--- src/design/swsr_pkg.sv ---
// Shared types, codes and reset values for the single-wire sensor reader.
package swsr_pkg;

  // Register reset values
  localparam logic [15:0] START_LOW_RST   = 16'd18000;
  localparam logic [7:0]  RELEASE_RST     = 8'd20;
  localparam logic [7:0]  REPLY_LOW_RST   = 8'd40;
  localparam logic [7:0]  REPLY_HIGH_RST  = 8'd80;
  localparam logic [7:0]  BIT_SAMPLE_RST  = 8'd40;
  localparam logic [15:0] WAIT_TMO_RST    = 16'd9280;   // 1160 * 4 * 2

  // Configuration register indexes
  localparam int unsigned CFG_IDX_W = 3;
  localparam logic [CFG_IDX_W-1:0] CFG_START_LOW  = 3'd0;
  localparam logic [CFG_IDX_W-1:0] CFG_RELEASE    = 3'd1;
  localparam logic [CFG_IDX_W-1:0] CFG_REPLY_LOW  = 3'd2;
  localparam logic [CFG_IDX_W-1:0] CFG_REPLY_HIGH = 3'd3;
  localparam logic [CFG_IDX_W-1:0] CFG_BIT_SAMPLE = 3'd4;
  localparam logic [CFG_IDX_W-1:0] CFG_WAIT_TMO   = 3'd5;

  // Command codes
  localparam logic [1:0] CMD_TICK  = 2'd0;
  localparam logic [1:0] CMD_START = 2'd1;
  localparam logic [1:0] CMD_READ  = 2'd2;

  // Reply codes
  localparam logic [1:0] REPLY_NONE = 2'd0;
  localparam logic [1:0] REPLY_OK   = 2'd1;
  localparam logic [1:0] REPLY_BAD  = 2'd2;

  typedef enum logic [3:0] {
    PH_IDLE       = 4'd0,
    PH_START_LOW  = 4'd1,
    PH_RELEASE    = 4'd2,
    PH_REPLY_LOW  = 4'd3,
    PH_REPLY_HIGH = 4'd4,
    PH_REPLY_FALL = 4'd5,
    PH_BIT_RISE   = 4'd6,
    PH_BIT_SAMPLE = 4'd7,
    PH_BIT_FALL   = 4'd8
  } phase_t;

  typedef struct packed {
    logic [15:0] start_low_us;
    logic [7:0]  release_us;
    logic [7:0]  reply_low_us;
    logic [7:0]  reply_high_us;
    logic [7:0]  bit_sample_us;
    logic [15:0] wait_timeout;
  } cfg_t;

  // Packed so that drive_low lands in bit 0
  typedef struct packed {
    logic [7:0] data_byte;
    logic [1:0] reply_code;
    logic       done_res;
    logic       busy_res;
    logic       drive_low;
  } res_t;

  localparam int unsigned RES_W = $bits(res_t);

endpackage

--- src/design/swsr_cfg.sv ---
// Configuration register bank for the single-wire sensor reader.
module swsr_cfg
  import swsr_pkg::*;
(
  input  logic                 clk,
  input  logic                 rst_n,
  input  logic                 wr_en,
  input  logic [CFG_IDX_W-1:0] wr_idx,
  input  logic [15:0]          wr_data,
  output cfg_t                 cfg
);

  cfg_t cfg_r;
  cfg_t cfg_nxt;

  always_comb begin
    cfg_nxt = cfg_r;
    if (wr_en) begin
      unique case (wr_idx)
        CFG_START_LOW:  cfg_nxt.start_low_us  = wr_data;
        CFG_RELEASE:    cfg_nxt.release_us    = wr_data[7:0];
        CFG_REPLY_LOW:  cfg_nxt.reply_low_us  = wr_data[7:0];
        CFG_REPLY_HIGH: cfg_nxt.reply_high_us = wr_data[7:0];
        CFG_BIT_SAMPLE: cfg_nxt.bit_sample_us = wr_data[7:0];
        CFG_WAIT_TMO:   cfg_nxt.wait_timeout  = wr_data;
        default:        cfg_nxt = cfg_r;
      endcase
    end
  end

  always_ff @(posedge clk) begin
    if (!rst_n) begin
      cfg_r.start_low_us  <= START_LOW_RST;
      cfg_r.release_us    <= RELEASE_RST;
      cfg_r.reply_low_us  <= REPLY_LOW_RST;
      cfg_r.reply_high_us <= REPLY_HIGH_RST;
      cfg_r.bit_sample_us <= BIT_SAMPLE_RST;
      cfg_r.wait_timeout  <= WAIT_TMO_RST;
    end else begin
      cfg_r <= cfg_nxt;
    end
  end

  assign cfg = cfg_r;

endmodule

--- src/design/swsr_seq.sv ---
// Protocol sequencer: phase, tick counter, bit index and shift byte.
module swsr_seq
  import swsr_pkg::*;
(
  input  logic       clk,
  input  logic       rst_n,
  input  logic       step,      // one tick beat processed this cycle
  input  logic [1:0] command,
  input  logic       pin_level,
  input  cfg_t       cfg,
  output res_t       res        // result after this beat
);

  phase_t      phase_r, phase_nxt;
  logic [15:0] tick_r, tick_nxt;
  logic [2:0]  bit_idx_r, bit_idx_nxt;
  logic [7:0]  shift_r, shift_nxt;
  logic [1:0]  reply_r, reply_nxt;
  logic        done;

  logic [15:0] limit;
  logic        reached;
  logic [15:0] tick_inc;

  // Single compare serves both delays and edge-wait timeouts
  always_comb begin
    unique case (phase_r)
      PH_START_LOW:  limit = cfg.start_low_us;
      PH_RELEASE:    limit = {8'd0, cfg.release_us};
      PH_REPLY_LOW:  limit = {8'd0, cfg.reply_low_us};
      PH_REPLY_HIGH: limit = {8'd0, cfg.reply_high_us};
      PH_BIT_SAMPLE: limit = {8'd0, cfg.bit_sample_us};
      default:       limit = cfg.wait_timeout;
    endcase
  end

  assign reached  = (tick_r >= limit);
  assign tick_inc = tick_r + 16'd1;

  // Next phase
  always_comb begin
    phase_nxt = phase_r;
    unique case (phase_r)
      PH_IDLE: begin
        if (command == CMD_START)     phase_nxt = PH_START_LOW;
        else if (command == CMD_READ) phase_nxt = PH_BIT_RISE;
      end
      PH_START_LOW:  if (reached) phase_nxt = PH_RELEASE;
      PH_RELEASE:    if (reached) phase_nxt = PH_REPLY_LOW;
      PH_REPLY_LOW:  if (reached) phase_nxt = pin_level ? PH_REPLY_FALL : PH_REPLY_HIGH;
      PH_REPLY_HIGH: if (reached) phase_nxt = PH_REPLY_FALL;
      PH_REPLY_FALL: if (reached || !pin_level) phase_nxt = PH_IDLE;
      PH_BIT_RISE:   if (reached || pin_level) phase_nxt = PH_BIT_SAMPLE;
      PH_BIT_SAMPLE: if (reached) phase_nxt = PH_BIT_FALL;
      PH_BIT_FALL: begin
        if (reached || !pin_level)
          phase_nxt = (bit_idx_r == 3'd7) ? PH_IDLE : PH_BIT_RISE;
      end
      default:       phase_nxt = PH_IDLE;
    endcase
  end

  // Datapath and outputs
  always_comb begin
    bit_idx_nxt = bit_idx_r;
    shift_nxt   = shift_r;
    reply_nxt   = reply_r;
    done        = 1'b0;
    // counter clears on any phase change, else counts while waiting
    if (phase_nxt != phase_r || phase_r == PH_IDLE) tick_nxt = 16'd0;
    else                                           tick_nxt = tick_inc;
    unique case (phase_r)
      PH_IDLE: begin
        if (command == CMD_READ) bit_idx_nxt = 3'd0;
      end
      PH_REPLY_LOW: begin
        if (reached && pin_level) reply_nxt = REPLY_NONE;
      end
      PH_REPLY_HIGH: begin
        if (reached) reply_nxt = pin_level ? REPLY_OK : REPLY_BAD;
      end
      PH_REPLY_FALL: begin
        if (reached || !pin_level) done = 1'b1;
      end
      PH_BIT_SAMPLE: begin
        if (reached) shift_nxt[~bit_idx_r] = pin_level;
      end
      PH_BIT_FALL: begin
        if (reached || !pin_level) begin
          bit_idx_nxt = bit_idx_r + 3'd1;   // wraps to zero after bit 7
          done        = (bit_idx_r == 3'd7);
        end
      end
      default: ;
    endcase
  end

  always_comb begin
    res.drive_low  = (phase_nxt == PH_START_LOW);
    res.busy_res   = (phase_nxt != PH_IDLE);
    res.done_res   = done;
    res.reply_code = reply_nxt;
    res.data_byte  = shift_nxt;
  end

  always_ff @(posedge clk) begin
    if (!rst_n) begin
      phase_r   <= PH_IDLE;
      tick_r    <= 16'd0;
      bit_idx_r <= 3'd0;
      shift_r   <= 8'd0;
      reply_r   <= REPLY_NONE;
    end else if (step) begin
      phase_r   <= phase_nxt;
      tick_r    <= tick_nxt;
      bit_idx_r <= bit_idx_nxt;
      shift_r   <= shift_nxt;
      reply_r   <= reply_nxt;
    end
  end

endmodule

--- src/design/single_wire_sensor_reader.sv ---
// Top level of the single-wire humidity sensor reader (host side).
//
//  channel  direction  handshake                 payload
//  in_      slave      in_tvalid / in_tready     in_tdata: command, pin_level
//  out_     master     out_tvalid / out_tready   out_tdata: drive_low .. data_byte
//  cfg_     slave      cfg_valid / cfg_ready     cfg_index, cfg_data
//
// One tick beat is taken per cycle while in_tready is high; each beat gives
// exactly one result beat, through the input register, then the result register.
// The sequencer state advances only when a registered beat moves into the
// result register, so its step is the single path between the two registers.
// With out_tready low the result holds, one more beat is parked in the input
// register, then in_tready drops.
// Reset (rst_n, synchronous, active low) empties both registers, puts the
// sequencer in idle and loads the default timings.
// cfg_ready is always high; a write takes effect on the next cycle.
module single_wire_sensor_reader
  import swsr_pkg::*;
(
  input  logic                 clk,
  input  logic                 rst_n,
  // tick beats
  input  logic                 in_tvalid,
  output logic                 in_tready,
  input  logic [7:0]           in_tdata,    // [1:0] command, [2] pin_level, [7:3] zero
  // result beats
  output logic                 out_tvalid,
  input  logic                 out_tready,
  output logic [15:0]          out_tdata,   // [0] drive_low, [1] busy_res, [2] done_res,
                                            // [4:3] reply_code, [12:5] data_byte, [15:13] zero
  // register writes
  input  logic                 cfg_valid,
  output logic                 cfg_ready,
  input  logic [CFG_IDX_W-1:0] cfg_index,
  input  logic [15:0]          cfg_data
);

  cfg_t cfg;
  res_t res;

  logic       in_v_r, in_v_nxt;
  logic [1:0] in_cmd_r;
  logic       in_pin_r;
  logic       out_v_r, out_v_nxt;
  res_t       out_res_r;
  logic       advance;
  logic       fire;

  assign cfg_ready = 1'b1;

  swsr_cfg u_cfg (
    .clk     (clk),
    .rst_n   (rst_n),
    .wr_en   (cfg_valid),
    .wr_idx  (cfg_index),
    .wr_data (cfg_data),
    .cfg     (cfg)
  );

  // result register free, or being emptied this cycle
  assign advance   = !out_v_r || out_tready;
  assign fire      = in_v_r && advance;
  assign in_tready = !in_v_r || advance;

  assign in_v_nxt  = in_tready ? in_tvalid : in_v_r;
  assign out_v_nxt = advance ? in_v_r : out_v_r;

  swsr_seq u_seq (
    .clk       (clk),
    .rst_n     (rst_n),
    .step      (fire),
    .command   (in_cmd_r),
    .pin_level (in_pin_r),
    .cfg       (cfg),
    .res       (res)
  );

  always_ff @(posedge clk) begin
    if (!rst_n) begin
      in_v_r  <= 1'b0;
      out_v_r <= 1'b0;
    end else begin
      in_v_r  <= in_v_nxt;
      out_v_r <= out_v_nxt;
    end
  end

  // payload registers, no reset
  always_ff @(posedge clk) begin
    if (in_tready && in_tvalid) begin
      in_cmd_r <= in_tdata[1:0];
      in_pin_r <= in_tdata[2];
    end
    if (fire) out_res_r <= res;
  end

  assign out_tvalid = out_v_r;
  assign out_tdata  = {{(16 - RES_W){1'b0}}, out_res_r};

endmodule

--- config.mk ---
export PLATFORM = sky130hd
export DESIGN_NAME = single_wire_sensor_reader
export DESIGN_NICKNAME = d
export VERILOG_FILES = /design/src/design/swsr_pkg.sv /design/src/design/swsr_cfg.sv /design/src/design/swsr_seq.sv /design/src/design/single_wire_sensor_reader.sv
export SDC_FILE = /design/constraint.sdc
export NUM_CORES = 1
export LEC_CHECK = 0
export BUFFER_PORTS_ARGS = -buffer_cell sky130_fd_sc_hd__buf_4
export CAP_MARGIN = 30
export CORE_ASPECT_RATIO = 0.8
export CORE_MARGIN = 5
export CORE_UTILIZATION = 45
export DETAILED_ROUTE_END_ITERATION = 6
export PLACE_DENSITY = 0.6
export SYNTH_ARGS = -nofsm -noshare
export SYNTH_HDL_FRONTEND = slang
export SYNTH_SLANG_ARGS = --single-unit
--- constraint.sdc ---
create_clock -name clk -period 4.95 [get_ports clk]
set_clock_uncertainty 0.15 [all_clocks]
set_input_delay 0 -clock clk [delete_from_list [all_inputs] [get_ports clk]]
set_output_delay 0 -clock clk [all_outputs]
set_load 0.005 [all_outputs]
==> impl_metrics.toml <==
[global_route]
track_usage_pct = 20.65
grt_antenna_before_repair = 0
grt_pass1_wl_um = 25360
grt_pass1_vias = 4968
grt_overflow_total = 0
grt_max_degree = 69

[clocking]
clock_latency_ns = 0.41
clk_pin_slew_worst_paths_ns = 0.06
numCtsBuffers = 17
clock-sinks = 115
ctsRootBufferMaster = "clkbuf_16"
cts_setup_buffers = 0
htree_levels = 4
clk_path_buf_depth = 2
cts_tree = "done"

[sta]
final_hold_viol_count = 0
setup_violations = 0
rsz0062_at_grt = "false"
period_minus_slack_ns = 4.460
fmax_mhz = 224.2
fin_ws_ns = 0.4895
finalSetupTns_ns = 0
relSlewSlack_pct = 34.60
max_slew.worst_pin.slew_ns = 0.9735
finalCritPeriodShare_pct = 90.11
drv_slew = 0

[yosys]
syn-instance-count = 679
synth_top_family_by_area = "simple AND/OR/NAND/NOR gates"
postSynth.asyncResetShare_pct = 0
syn_avg_cell_area_um2 = 8.513
synth_area_leaders = "dfxtp_1 (34%), nand2_1 (10%), edfxtp_1 (8.3%)"
yosys.area_share.simple_pct = 23.25
synth_xor_xnor_area_share_pct = 2.121
netlist.area_leader.share_pct = 34.29
syn_area_um2 = 5781
synth_fa_ha_area_share_pct = 4.113
synth.yosys.warnings = 0
synth_cell_types = 66
yosysSeqAreaShare_pct = 42.60
synthMuxAreaShare_pct = 3.139
synth_edf_count = 16
synth_compound_area_share_pct = 20.61
yosysTopAreaCell = "dfxtp_1"
synth_top_flop_cell = "dfxtp_1"
synth_seq_cells = 115

[floorplan]
die-area_um2 = 15230
die_y_um = 111.4
core-area_um2 = 12730
rows = 37
fp.dieW_um = 136.7
initial_core_util_pct = 45.41
io_pins = 51

[pwr]
p_comb_share_pct = 11.3
ir_drop_mv = 0.2164
intPower_mw = 1.765
pwr-share-seq_pct = 41.7
power_density_nw_per_um2 = 338.6
finalPower_mw = 2.405
p_switching_mw = 0.6401
pwr-share-clk_pct = 47.1
p_leak_nw = 2.633
switching_share_pct = 26.62

[final_layout]
finalInstanceArea_um2 = 7101
instances_no_fill = 934
nNetsFinal = 797
drive_gt1_share_pct = 17.00
antennaDiodeCount = 0
final_cell_mix = "nand2_1 (159), dfxtp_1 (97), a21oi_1 (75)"
mostFrequentLayoutCell = "nand2_1"
area_delta_synth_final_pct = 22.84

[worst_setup_path]
worstSetupEndpoint = "u_seq.tick_r[3]"
crit_fanout = 14
worstPathArrival_ns = 4.58
crit_type = "reg -> reg"
cp-startpoint = "u_seq.phase_r[2]"
worstPathRequired_ns = 5.07
end_kind = "flop"
worst-r2r-cell-count = 14
reg2reg_to = "u_seq.tick_r[3]"
r2r_slack_ns = 0.49
timing.rr.start = "u_seq.phase_r[2]"
startpoint_type = "flop"

[route]
routedWlPerCell_um = 16.28
wirelength_um = 15210
viasPerCell = 5.522
dr.pass1.iters = 5
drtIter0Drc = 352
drc_errors = 0
vias = 5158
ant_nets = 0

[place]
dp_cells = 872
io_buffer_count = 41
hpwl_um = 10370
gp_congestion = 0.8465
dp_slack_ns = 0.4454
placed_area_um2 = 6242

[flow_run]
max-cap-violations = 0

[worst_hold_path]
hold_class = "in -> reg"

[status]
status = "finished, final reports clean"
## flip-flops by register name, summed over array words and instances (netlist names)
| register | count |
|---|---|
| u_seq.bit_idx_r | 3 |
| out_tdata | 13 |
| in_cmd_r | 2 |
| u_seq.reply_r | 2 |
| u_seq.phase_r | 4 |
| in_v_r | 1 |
| u_seq.tick_r | 16 |
| out_tvalid | 1 |
| u_cfg.cfg | 64 |
| u_seq.shift_r | 8 |
| in_pin_r | 1 |
## routing by layer
layer | wire length, um | GRT usage [%] | vias up
li1 | - | - | 2559
met1 | 7381 | 29.39 | 2474
met2 | 6970 | 32.04 | 112
met3 | 718 | 3.884 | 13
met4 | 135 | 5.709 | 0
met5 | 0 | 0 | -
## logic make-up (layout without fill, tap and decap cells)
kind of cell / count (synthesis) / count (layout)
simple gates: 293 / 293
compound gates: 170 / 170
flops: 115 / 115
buf+inv: 49 / 127
fa+ha+maj: 19 / 19
mux: 17 / 17
xor+xnor: 14 / 14
other cells: 2 / 4
## how the worst min path moves through the flow
| stage | from | end | slack [ns] | depth (start not counted) |
|---|---|---|---|---|
| 4_1_cts | cfg_index[0] | u_cfg.cfg[43] | 0.02 | 5 |
| 5_1_grt | cfg_index[0] | u_cfg.cfg[43] | 0.08 | 5 |
| 3_3_place_gp | in_tdata[2] | in_pin_r | 0.03 | 1 |
| 3_5_place_dp | in_tdata[1] | in_cmd_r[1] | 0.03 | 1 |
| 6_report | cfg_index[0] | u_cfg.cfg[43] | 0.03 | 5 |
| 2_1_floorplan | in_tdata[0] | in_cmd_r[0] | -0.05 | 0 |
## worst max-delay path, stage by stage, from the launching register on
cell and delay (ns):
dfxtp_1 0.53, nor2b_1 0.45, a21oi_1 0.13, o31ai_1 0.10, buf_4 0.24, a22oi_1 0.11, ha_1 0.30, a21oi_1 0.15
o21ai_1 0.15, or3_1 0.50, o31a_1 0.41, o32ai_4 0.36, o21ai_2 0.09, buf_4 0.21, a2111oi_0 0.43
## cell type report
| cell class | count | area (um2) |
|---|---|---|
| fill | 1148 | 5630 |
| clock buffer | 18 | 450.4 |
| clock inverter | 14 | 105.1 |
| multi-input combinational | 517 | 3092 |
| sequential | 115 | 2465 |
| tap | 175 | 219.0 |
| timing repair buffer | 87 | 739.5 |
| inverter | 8 | 30.03 |
## per-stage QoR
stage	hold slack, ns	utilization, %
floorplan	-0.05113	-
global placement	0.02987	48.83
detailed placement	0.03042	49.03
CTS	0.01858	55.75
global route	0.07712	55.77
finish	0.03364	55.77
## Yosys cell counts, types with 7 or more instances
master,count
nand2b_1,9
o21ai_0,19
nand4_1,10
dfxtp_1,99
xnor2_1,8
inv_1,7
nand3_1,34
ha_1,19
nand2_1,159
o21ba_2,8
nor2b_1,10
a211oi_1,7
edfxtp_1,16
mux2i_1,8
mux2_2,9
nor2_1,32
nor3_1,12
clkbuf_1,27
a21oi_1,75
a22oi_1,16
## repair_timing
item	CTS	global route
resized for setup	0	2
setup endpoints to repair	0	1
hold buffers	30	0
endpoints found under the hold margin	79	0
## power by group through the flow
stage | sequential (mW) | clock [mW] | combinational, mW
global placement | 1.02 | 0 | 0.243
finish | 1.00 | 1.13 | 0.271
floorplan | 1.01 | 0 | 0.175
detailed placement | 1.02 | 0 | 0.251
CTS | 1.00 | 1.15 | 0.270
global route | 1.01 | 1.19 | 0.298
Note: power is estimated with default switching activity, not from simulation.
